===== src/design/md5_pkg.sv =====
`default_nettype none
package md5_pkg;

    localparam logic [31:0] InitA = 32'h67452301;
    localparam logic [31:0] InitB = 32'hefcdab89;
    localparam logic [31:0] InitC = 32'h98badcfe;
    localparam logic [31:0] InitD = 32'h10325476;

    // Byte-granular word from the front end to the compression engine
    typedef enum logic [1:0] {
        OP_DATA = 2'd0,
        OP_END  = 2'd1
    } t_op;

    typedef struct packed {
        t_op        op;
        logic [7:0] data;
    } t_cmd;

    typedef enum logic [2:0] {
        ST_GATHER,
        ST_PAD,
        ST_LEN,
        ST_ROUND,
        ST_EMIT
    } t_state;

    function automatic logic [31:0] round_const(input logic [5:0] r);
        logic [31:0] k;
        begin
            unique case (r)
                6'd0:  k = 32'hd76aa478; 6'd1:  k = 32'he8c7b756;
                6'd2:  k = 32'h242070db; 6'd3:  k = 32'hc1bdceee;
                6'd4:  k = 32'hf57c0faf; 6'd5:  k = 32'h4787c62a;
                6'd6:  k = 32'ha8304613; 6'd7:  k = 32'hfd469501;
                6'd8:  k = 32'h698098d8; 6'd9:  k = 32'h8b44f7af;
                6'd10: k = 32'hffff5bb1; 6'd11: k = 32'h895cd7be;
                6'd12: k = 32'h6b901122; 6'd13: k = 32'hfd987193;
                6'd14: k = 32'ha679438e; 6'd15: k = 32'h49b40821;
                6'd16: k = 32'hf61e2562; 6'd17: k = 32'hc040b340;
                6'd18: k = 32'h265e5a51; 6'd19: k = 32'he9b6c7aa;
                6'd20: k = 32'hd62f105d; 6'd21: k = 32'h02441453;
                6'd22: k = 32'hd8a1e681; 6'd23: k = 32'he7d3fbc8;
                6'd24: k = 32'h21e1cde6; 6'd25: k = 32'hc33707d6;
                6'd26: k = 32'hf4d50d87; 6'd27: k = 32'h455a14ed;
                6'd28: k = 32'ha9e3e905; 6'd29: k = 32'hfcefa3f8;
                6'd30: k = 32'h676f02d9; 6'd31: k = 32'h8d2a4c8a;
                6'd32: k = 32'hfffa3942; 6'd33: k = 32'h8771f681;
                6'd34: k = 32'h6d9d6122; 6'd35: k = 32'hfde5380c;
                6'd36: k = 32'ha4beea44; 6'd37: k = 32'h4bdecfa9;
                6'd38: k = 32'hf6bb4b60; 6'd39: k = 32'hbebfbc70;
                6'd40: k = 32'h289b7ec6; 6'd41: k = 32'heaa127fa;
                6'd42: k = 32'hd4ef3085; 6'd43: k = 32'h04881d05;
                6'd44: k = 32'hd9d4d039; 6'd45: k = 32'he6db99e5;
                6'd46: k = 32'h1fa27cf8; 6'd47: k = 32'hc4ac5665;
                6'd48: k = 32'hf4292244; 6'd49: k = 32'h432aff97;
                6'd50: k = 32'hab9423a7; 6'd51: k = 32'hfc93a039;
                6'd52: k = 32'h655b59c3; 6'd53: k = 32'h8f0ccc92;
                6'd54: k = 32'hffeff47d; 6'd55: k = 32'h85845dd1;
                6'd56: k = 32'h6fa87e4f; 6'd57: k = 32'hfe2ce6e0;
                6'd58: k = 32'ha3014314; 6'd59: k = 32'h4e0811a1;
                6'd60: k = 32'hf7537e82; 6'd61: k = 32'hbd3af235;
                6'd62: k = 32'h2ad7d2bb; 6'd63: k = 32'heb86d391;
                default: k = 32'h0;
            endcase
            return k;
        end
    endfunction

    function automatic logic [4:0] rot_amount(input logic [3:0] idx);
        logic [4:0] s;
        begin
            unique case (idx)
                4'd0:  s = 5'd7;  4'd1:  s = 5'd12; 4'd2:  s = 5'd17; 4'd3:  s = 5'd22;
                4'd4:  s = 5'd5;  4'd5:  s = 5'd9;  4'd6:  s = 5'd14; 4'd7:  s = 5'd20;
                4'd8:  s = 5'd4;  4'd9:  s = 5'd11; 4'd10: s = 5'd16; 4'd11: s = 5'd23;
                4'd12: s = 5'd6;  4'd13: s = 5'd10; 4'd14: s = 5'd15; 4'd15: s = 5'd21;
                default: s = 5'd0;
            endcase
            return s;
        end
    endfunction

endpackage
`default_nettype wire


===== src/design/md5_if.sv =====
`default_nettype none
interface md5_in_if;
    logic       valid;
    logic       ready;
    logic [7:0] data_byte;
    logic       byte_present;
    logic       end_of_message;
    modport source (output valid, data_byte, byte_present, end_of_message, input ready);
    modport sink   (input valid, data_byte, byte_present, end_of_message, output ready);
endinterface

interface md5_out_if;
    logic       valid;
    logic       ready;
    logic [7:0] digest_byte;
    logic       digest_last;
    modport source (output valid, digest_byte, digest_last, input ready);
    modport sink   (input valid, digest_byte, digest_last, output ready);
endinterface
`default_nettype wire


===== src/design/md5_front.sv =====
`default_nettype none
// Classifies input items into data and end commands, which enter a small queue
module md5_front (
    input  wire               i_clk,
    input  wire               i_rst_n,
    md5_in_if.sink            in_ch,
    output md5_pkg::t_cmd     o_cmd,
    output logic              o_cmd_valid,
    input  wire               i_cmd_pop
);
    import md5_pkg::*;

    localparam int Depth = 4;

    t_cmd       r_q [Depth];
    logic [1:0] r_wp, r_rp;
    logic [2:0] r_cnt;
    logic [1:0] need;
    logic       fits, take, pop;

    // an item may carry a byte and an end mark: two entries
    assign need        = {1'b0, in_ch.byte_present} + {1'b0, in_ch.end_of_message};
    assign fits        = ({1'b0, r_cnt} + 4'd2) <= 4'(Depth);
    assign in_ch.ready = fits;
    assign take        = in_ch.valid & fits;
    assign o_cmd_valid = r_cnt != 3'd0;
    assign o_cmd       = r_q[r_rp];
    assign pop         = i_cmd_pop & o_cmd_valid;

    always_ff @(posedge i_clk) begin
        if (take && in_ch.byte_present) begin
            r_q[r_wp] <= '{op: OP_DATA, data: in_ch.data_byte};
        end
        if (take && in_ch.end_of_message) begin
            r_q[r_wp + {1'b0, in_ch.byte_present}] <= '{op: OP_END, data: 8'h00};
        end
    end

    always_ff @(posedge i_clk) begin
        if (!i_rst_n) begin
            r_wp  <= '0;
            r_rp  <= '0;
            r_cnt <= '0;
        end else begin
            if (take) r_wp <= r_wp + need;
            if (pop)  r_rp <= r_rp + 2'd1;
            r_cnt <= r_cnt + (take ? {1'b0, need} : 3'd0) - {2'b0, pop};
        end
    end
endmodule
`default_nettype wire


===== src/design/md5_back.sv =====
`default_nettype none
// Block buffer, padding sequencer, one-round-per-cycle compression and digest output
module md5_back (
    input  wire               i_clk,
    input  wire               i_rst_n,
    input  md5_pkg::t_cmd     i_cmd,
    input  wire               i_cmd_valid,
    output logic              o_cmd_pop,
    md5_out_if.source         out_ch
);
    import md5_pkg::*;

    t_state      r_state, n_state;
    logic [31:0] r_buf [16];
    logic [5:0]  r_fill, n_fill;
    logic [63:0] r_bits, n_bits;
    logic [31:0] r_h [4];
    logic [31:0] r_a, r_b, r_c, r_d;
    logic [5:0]  r_rnd, n_rnd;
    logic        r_final, n_final;
    logic [3:0]  r_oidx, n_oidx;
    logic        r_pad_extra, n_pad_extra;

    logic        wr_en;
    logic [5:0]  wr_addr;
    logic [7:0]  wr_data;
    logic        start_round, last_round;

    logic [1:0]  stage;
    logic [3:0]  g;
    logic [31:0] f, w, sum, rot;
    logic [4:0]  s;
    logic [31:0] digest_word;

    // round function, message word read from the buffer
    always_comb begin
        stage = r_rnd[5:4];
        unique case (stage)
            2'd0: begin f = (r_b & r_c) | (~r_b & r_d); g = r_rnd[3:0]; end
            2'd1: begin f = (r_b & r_d) | (r_c & ~r_d); g = 4'(5 * r_rnd + 1); end
            2'd2: begin f = r_b ^ r_c ^ r_d;            g = 4'(3 * r_rnd + 5); end
            default: begin f = r_c ^ (r_b | ~r_d);      g = 4'(7 * r_rnd); end
        endcase
        w   = r_buf[g];
        sum = r_a + f + round_const(r_rnd) + w;
        s   = rot_amount({stage, r_rnd[1:0]});
        rot = (sum << s) | (sum >> (6'd32 - {1'b0, s}));
    end

    assign digest_word        = r_h[r_oidx[3:2]];
    assign out_ch.digest_byte = digest_word[{r_oidx[1:0], 3'b000} +: 8];
    assign out_ch.digest_last = r_oidx == 4'd15;
    assign out_ch.valid       = r_state == ST_EMIT;

    // sequencer
    always_comb begin
        n_state     = r_state;
        n_fill      = r_fill;
        n_bits      = r_bits;
        n_rnd       = r_rnd;
        n_final     = r_final;
        n_oidx      = r_oidx;
        o_cmd_pop   = 1'b0;
        wr_en       = 1'b0;
        wr_addr     = r_fill;
        wr_data     = i_cmd.data;
        start_round = 1'b0;
        last_round  = 1'b0;
        unique case (r_state)
            ST_GATHER: begin
                if (i_cmd_valid) begin
                    o_cmd_pop = 1'b1;
                    wr_en     = 1'b1;
                    n_fill    = r_fill + 6'd1;
                    if (i_cmd.op == OP_DATA) begin
                        n_bits = r_bits + 64'd8;
                        if (r_fill == 6'd63) begin
                            start_round = 1'b1;
                            n_final     = 1'b0;
                            n_state     = ST_ROUND;
                        end
                    end else begin
                        wr_data = 8'h80;
                        n_final = 1'b1;
                        n_state = (r_fill == 6'd63) ? ST_ROUND : ST_PAD;
                        start_round = r_fill == 6'd63;
                        if (r_fill == 6'd55) n_state = ST_LEN;
                    end
                end
            end
            ST_PAD: begin
                wr_en   = 1'b1;
                wr_data = 8'h00;
                n_fill  = r_fill + 6'd1;
                if (r_fill == 6'd63) begin
                    start_round = 1'b1;
                    n_state     = ST_ROUND;
                end else if (r_fill == 6'd55 && r_final) begin
                    n_state = ST_LEN;
                end
            end
            ST_LEN: begin
                wr_en   = 1'b1;
                wr_data = r_bits[{r_fill[2:0], 3'b000} +: 8];
                n_fill  = r_fill + 6'd1;
                if (r_fill == 6'd63) begin
                    start_round = 1'b1;
                    n_state     = ST_ROUND;
                end
            end
            ST_ROUND: begin
                n_rnd = r_rnd + 6'd1;
                if (r_rnd == 6'd63) begin
                    last_round = 1'b1;
                    n_oidx     = '0;
                    if (r_final && r_fill == 6'd0 && !r_pad_extra) n_state = ST_EMIT;
                    else if (r_pad_extra) n_state = ST_PAD;
                    else n_state = ST_GATHER;
                end
            end
            ST_EMIT: begin
                if (out_ch.ready) begin
                    n_oidx = r_oidx + 4'd1;
                    if (r_oidx == 4'd15) begin
                        n_state = ST_GATHER;
                        n_bits  = '0;
                        n_final = 1'b0;
                    end
                end
            end
            default: n_state = ST_GATHER;
        endcase
    end

    // an end mark past position 55 needs a second block of padding
    always_comb begin
        n_pad_extra = r_pad_extra;
        if (r_state == ST_GATHER && i_cmd_valid && i_cmd.op == OP_END)
            n_pad_extra = r_fill > 6'd55;
        else if (last_round)
            n_pad_extra = 1'b0;
    end

    // buffer write port, bytes packed little-endian into 16 words
    always_ff @(posedge i_clk) begin
        if (wr_en) r_buf[wr_addr[5:2]][{wr_addr[1:0], 3'b000} +: 8] <= wr_data;
    end

    // working and chaining registers
    always_ff @(posedge i_clk) begin
        if (!i_rst_n || (r_state == ST_EMIT && out_ch.ready && r_oidx == 4'd15)) begin
            r_h[0] <= InitA;
            r_h[1] <= InitB;
            r_h[2] <= InitC;
            r_h[3] <= InitD;
        end else if (last_round) begin
            r_h[0] <= r_h[0] + r_d;
            r_h[1] <= r_h[1] + r_b + rot;
            r_h[2] <= r_h[2] + r_b;
            r_h[3] <= r_h[3] + r_c;
        end
        if (start_round) begin
            r_a <= r_h[0];
            r_b <= r_h[1];
            r_c <= r_h[2];
            r_d <= r_h[3];
        end else if (r_state == ST_ROUND) begin
            r_a <= r_d;
            r_d <= r_c;
            r_c <= r_b;
            r_b <= r_b + rot;
        end
    end

    always_ff @(posedge i_clk) begin
        if (!i_rst_n) begin
            r_state     <= ST_GATHER;
            r_fill      <= '0;
            r_bits      <= '0;
            r_rnd       <= '0;
            r_final     <= 1'b0;
            r_oidx      <= '0;
            r_pad_extra <= 1'b0;
        end else begin
            r_state     <= n_state;
            r_fill      <= n_fill;
            r_bits      <= n_bits;
            r_rnd       <= n_rnd;
            r_final     <= n_final;
            r_oidx      <= n_oidx;
            r_pad_extra <= n_pad_extra;
        end
    end
endmodule
`default_nettype wire


===== src/design/md5_byte_stream_hasher.sv =====
`default_nettype none
// MD5 hasher for a byte stream. Each input transfer carries at most one message
// byte and an optional end mark. Bytes are taken at one per cycle into a small
// queue while it has room and gathered into a 64-byte block; every full block
// then takes 64 rounds in the single-round compression engine, during which
// input stalls once the queue fills. An end mark costs the padding and length
// writes up to the end of the block, then 64 rounds; when fewer than nine bytes
// are free, a second block of padding and 64 rounds follows. Then come 16
// digest transfers, word A first, least significant byte first, the last
// flagged. The block then resets for the next message.
module md5_byte_stream_hasher (
    input  wire        i_clk,
    input  wire        i_rst_n,
    md5_in_if.sink     in_ch,
    md5_out_if.source  out_ch
);
    import md5_pkg::*;

    t_cmd cmd;
    logic cmd_valid, cmd_pop;

    md5_front u_front (
        .i_clk      (i_clk),
        .i_rst_n    (i_rst_n),
        .in_ch      (in_ch),
        .o_cmd      (cmd),
        .o_cmd_valid(cmd_valid),
        .i_cmd_pop  (cmd_pop)
    );

    md5_back u_back (
        .i_clk      (i_clk),
        .i_rst_n    (i_rst_n),
        .i_cmd      (cmd),
        .i_cmd_valid(cmd_valid),
        .o_cmd_pop  (cmd_pop),
        .out_ch     (out_ch)
    );
endmodule
`default_nettype wire

===== src/flat_wrapper.sv =====
// flat-port wrapper written by rule: the top's interface ports become plain ports
module md5_byte_stream_hasher_flat import md5_pkg::*;
  (i_clk, i_rst_n, in_ch_valid, in_ch_data_byte, in_ch_byte_present, in_ch_end_of_message, in_ch_ready, out_ch_valid, out_ch_digest_byte, out_ch_digest_last, out_ch_ready);
  md5_in_if in_ch_i ();
  md5_out_if out_ch_i ();
  input  wire i_clk;
  input  wire i_rst_n;
  input wire logic [$bits(in_ch_i.valid)-1:0] in_ch_valid;
  input wire logic [$bits(in_ch_i.data_byte)-1:0] in_ch_data_byte;
  input wire logic [$bits(in_ch_i.byte_present)-1:0] in_ch_byte_present;
  input wire logic [$bits(in_ch_i.end_of_message)-1:0] in_ch_end_of_message;
  output wire logic [$bits(in_ch_i.ready)-1:0] in_ch_ready;
  output wire logic [$bits(out_ch_i.valid)-1:0] out_ch_valid;
  output wire logic [$bits(out_ch_i.digest_byte)-1:0] out_ch_digest_byte;
  output wire logic [$bits(out_ch_i.digest_last)-1:0] out_ch_digest_last;
  input wire logic [$bits(out_ch_i.ready)-1:0] out_ch_ready;
  assign in_ch_i.valid = in_ch_valid;
  assign in_ch_i.data_byte = in_ch_data_byte;
  assign in_ch_i.byte_present = in_ch_byte_present;
  assign in_ch_i.end_of_message = in_ch_end_of_message;
  assign in_ch_ready = in_ch_i.ready;
  assign out_ch_valid = out_ch_i.valid;
  assign out_ch_digest_byte = out_ch_i.digest_byte;
  assign out_ch_digest_last = out_ch_i.digest_last;
  assign out_ch_i.ready = out_ch_ready;
  md5_byte_stream_hasher u_core (.i_clk(i_clk), .i_rst_n(i_rst_n), .in_ch(in_ch_i), .out_ch(out_ch_i));
endmodule

===== config.mk =====
export PLATFORM = sky130hd
export DESIGN_NAME = md5_byte_stream_hasher_flat
export DESIGN_NICKNAME = d
export VERILOG_FILES = /design/src/design/md5_pkg.sv /design/src/design/md5_if.sv /design/src/design/md5_front.sv /design/src/design/md5_back.sv /design/src/design/md5_byte_stream_hasher.sv /design/src/flat_wrapper.sv
export SDC_FILE = /design/constraint.sdc
export NUM_CORES = 2
export LEC_CHECK = 0
export BUFFER_PORTS_ARGS = -buffer_cell sky130_fd_sc_hd__buf_2
export CORE_MARGIN = 2
export CORE_UTILIZATION = 35
export CTS_CLUSTER_DIAMETER = 60
export CTS_CLUSTER_SIZE = 40
export DETAILED_ROUTE_END_ITERATION = 6
export PLACE_DENSITY = 0.46
export SLEW_MARGIN = 20
export SYNTH_ARGS = -nofsm -noshare
export SYNTH_HDL_FRONTEND = slang
export SYNTH_SLANG_ARGS = --single-unit

===== constraint.sdc =====
create_clock -name i_clk -period 25.1 [get_ports i_clk]
set_input_delay 1.255 -clock i_clk [delete_from_list [all_inputs] [get_ports i_clk]]
set_output_delay 1.255 -clock i_clk [all_outputs]
set_load 0.005 [all_outputs]

==> impl_metrics.yaml <==
run_status:
  outcome: "completed"
synth:
  seq_area_frac_synth_pct: 45.6
  synth_top_area_share_pct: 39.9
  synth_area_um2: 57900
  async_reset_ff_share_pct: 0
  synth.area.top_cells: "edfxtp_1 (40%), mux4_2 (7.9%), dfxtp_1 (5.7%), ha_1 (4.9%), nand2_1 (4.1%)"
  ys_ff_latch: 934
  syn_area_per_cell_um2: 10.4
  syn_nets: 5879
  synth_top_area_cell: "edfxtp_1"
  synth_cells: 5539
  synth-edff-count: 768
  ys_types: 89
  synth_ff_type: "edfxtp_1"
  yosys_warnings: 0
worst_hold_path:
  hold_class: "flop to flop"
  whs_path_depth: 2
floorplanning:
  die_h_um: 411
  initial_utilization_pct: 35.1
  design.portCount: 25
  fp-row-count: 149
  core_area_um2: 165000
  die_area_um2: 169000
  die_x_um: 411
route:
  viasPerCell: 5.56
  drtIter0Drc: 4304
  first_pass_iters: 5
  dr_total_vias: 43000
  wl_um: 191000
  final_antenna_net_count: 0
  drc: 0
  avgRoutedWirePerCell_um: 24.7
flow_run:
  maxCapViolCount: 0
timing:
  rsz0062_at_grt: "false"
  fin_worst_skew_ps: 55.8
  hold_violations: 0
  slew_headroom_pct: 13.8
  tightestPinTransition_ps: 1280
  period_share_pct: 53.3
  timing.final.crit_period_ps: 13370
  drv_slew: 0
  finalSetupTns_ps: 0
  max_freq_mhz: 74.8
  finalSetupViolations: 0
clocking:
  ctsRootBufferMaster: "clkbuf_16"
  clk_pin_slew_worst_paths_ps: 70
  cts.sinks: 934
  insertion_delay_ps: 770
  cts_tree: "done"
  cts_hold_buffers: 0
  cts_resized: 0
  post_cts_buffers: 0
  htreeDepth: 3
  cts_buffers: 102
  clock_path_buffers: 3
worst_setup_path:
  cp.buffers_inverters: 7
  start_kind: "flop"
  worst-setup-path-type: "flop to flop"
  crit_slowest_cell: "a2111oi_0"
  r2r_cells: 46
  cp_data_arrival_time_ps: 13830
  crit_top_cell: "a21oi_1"
  critPathMaxFanout: 48
  max_stage_delay_ps: 710
  cp_top_family: "compound AO/OA/AOI/OAI gates"
  path_depth: 46
  cp.required_ps: 25560
  crit_path_end_kind: "flop"
cells_and_area:
  drive_above_1_share_pct: 10.8
  final_common_cell: "edfxtp_1"
  final_cell_mix: "edfxtp_1 (768), nand2_1 (631), nor2_1 (541)"
  fill_cells: 16000
  nets: 5789
  areaGrowthSynthToFinish_pct: 10.6
  final_util_pct: 38.9
power_and_ir_drop:
  vdd.ir_drop.worst_mv: 0.142
  power.leakage_nw: 23.1
  power.density_nw_per_um2: 159
global_routing:
  grt_use_total_pct: 22.3
  grt-ovfl-total: 0
  antenna_found_initial: 2
  grt_pass1_vias: 41000
  grt_max_degree: 129
  grt_pass1_wl_um: 281000
placed_design:
  hpwl_um: 137000
  gp_congestion: 0.923
  io_buffers: 24
==> per-layer routing <==
metal | up-vias | share of wire (%) | track usage (%)
li1 | 20100 | - | -
met1 | 21400 | 48 | 33.3
met2 | 1259 | 45 | 34.0
met3 | 185 | 5.1 | 2.69
met4 | 0 | 2.6 | 6.26
met5 | - | 0 | 0
==> layout make-up <==
| class | instances | area, um^2 | area share (%) |
|---|---|---|---|
| clock buffers | 110 | 2580 | 4.04 |
| multi-input cells | 3931 | 29100 | 45.5 |
| diodes | 1 | 2.50 | 0.00391 |
| flip-flops and latches | 934 | 26400 | 41.3 |
| clock inverters | 82 | 1010 | 1.58 |
| repair buffers | 103 | 729 | 1.14 |
| well taps | 2189 | 2740 | 4.28 |
| inverters | 377 | 1420 | 2.21 |
==> kinds of logic after synthesis <==
kind of cell / count (synthesis) / share of synthesized area, %
adders and majority gates: 326 / 8.36
xor gates and xnor gates: 256 / 3.99
and+or+nand+nor: 1679 / 12.7
DFF: 934 / 45.6
muxes: 368 / 10.8
buffers and inverters: 674 / 4.40
AOI/OAI and AO/OA: 1302 / 14.1
==> state kept, by name (all words and copies together), names as in the netlist, 5 cells and up, named ones only <==
register,cells
u_core.u_back.r_d,32
u_core.u_back.r_a,32
u_core.u_back.r_h,128
u_core.u_back.r_b,32
u_core.u_back.r_buf,512
u_core.u_back.r_rnd,6
u_core.u_front.r_q,36
u_core.u_back.r_bits,61
u_core.u_back.r_fill,6
u_core.u_back.r_c,32
u_core.u_back.s,5
==> worst min-delay path, cell delays in order (launching register included) <==
cell     delay (ps)
dfxtp_1         310
inv_1            50
o22ai_1          50
==> report_power, final <==
part,leakage (nW),switching [mW],internal (mW)
Combinational,13.4,4.02,2.61
Sequential,7.98,0.0762,1.89
Clock,1.74,0.746,0.870
Total,23.1,4.84,5.37
==> cell usage after synthesis, types with 10 or more instances <==
master    number
a211o_1       12
a211oi_1      87
a21boi_0      11
a21o_1        69
a21oi_1      375
a221o_1       16
a221oi_1      14
a311oi_1      31
a31oi_1       75
and2_1        28
and3_1        31
buf_1         64
clkbuf_1     225
dfxtp_1      166
edfxtp_1     768
fa_1         101
ha_1         225
inv_1        370
mux2_2        27
mux2i_1      139
mux4_2       202
nand2_1      632
nand2b_1      34
nand3_1       96
nand4_1       23
nor2_1       560
nor2b_1       68
nor3_1       110
nor3b_1       19
nor4_1        10
o211ai_1      48
o21a_1        46
o21ai_0      339
o21bai_1      20
o22a_1        21
o22ai_1       26
o311ai_0      11
o31ai_1       16
or2_2         14
or3_1         33
xnor2_1      109
xor2_1       142
==> stage by stage <==
stage | hold slack (ps) | std cells | instance area (um^2) | setup slack (ps) | power [mW]
after floorplan | 421 | 5539 | 57900 | 14290 | 6.78
after global placement | 437 | 7532 | 60300 | 11580 | 8.54
after detailed placement | 442 | 7532 | 60300 | 11370 | 8.51
after CTS | 459 | 7724 | 63900 | 11310 | 10.2
after global routing | 481 | 7726 | 64000 | 10620 | 11.0
final | 455 | 7727 | 64000 | 11730 | 10.2
==> path summary, 6_finish.rpt <==
kind                                  from                  endpoint  slack, ps
setup / recovery    u_core.u_back.r_rnd[1]  u_core.u_back.r_h[1][30]      11730
hold / removal    u_core.u_front.r_q[0][8]  u_core.u_front.r_q[0][8]        450
setup reg to reg    u_core.u_back.r_rnd[1]  u_core.u_back.r_h[1][30]      11730
hold reg to reg   u_core.u_front.r_q[0][8]  u_core.u_front.r_q[0][8]        450
Power figures use the tool's default switching activity.
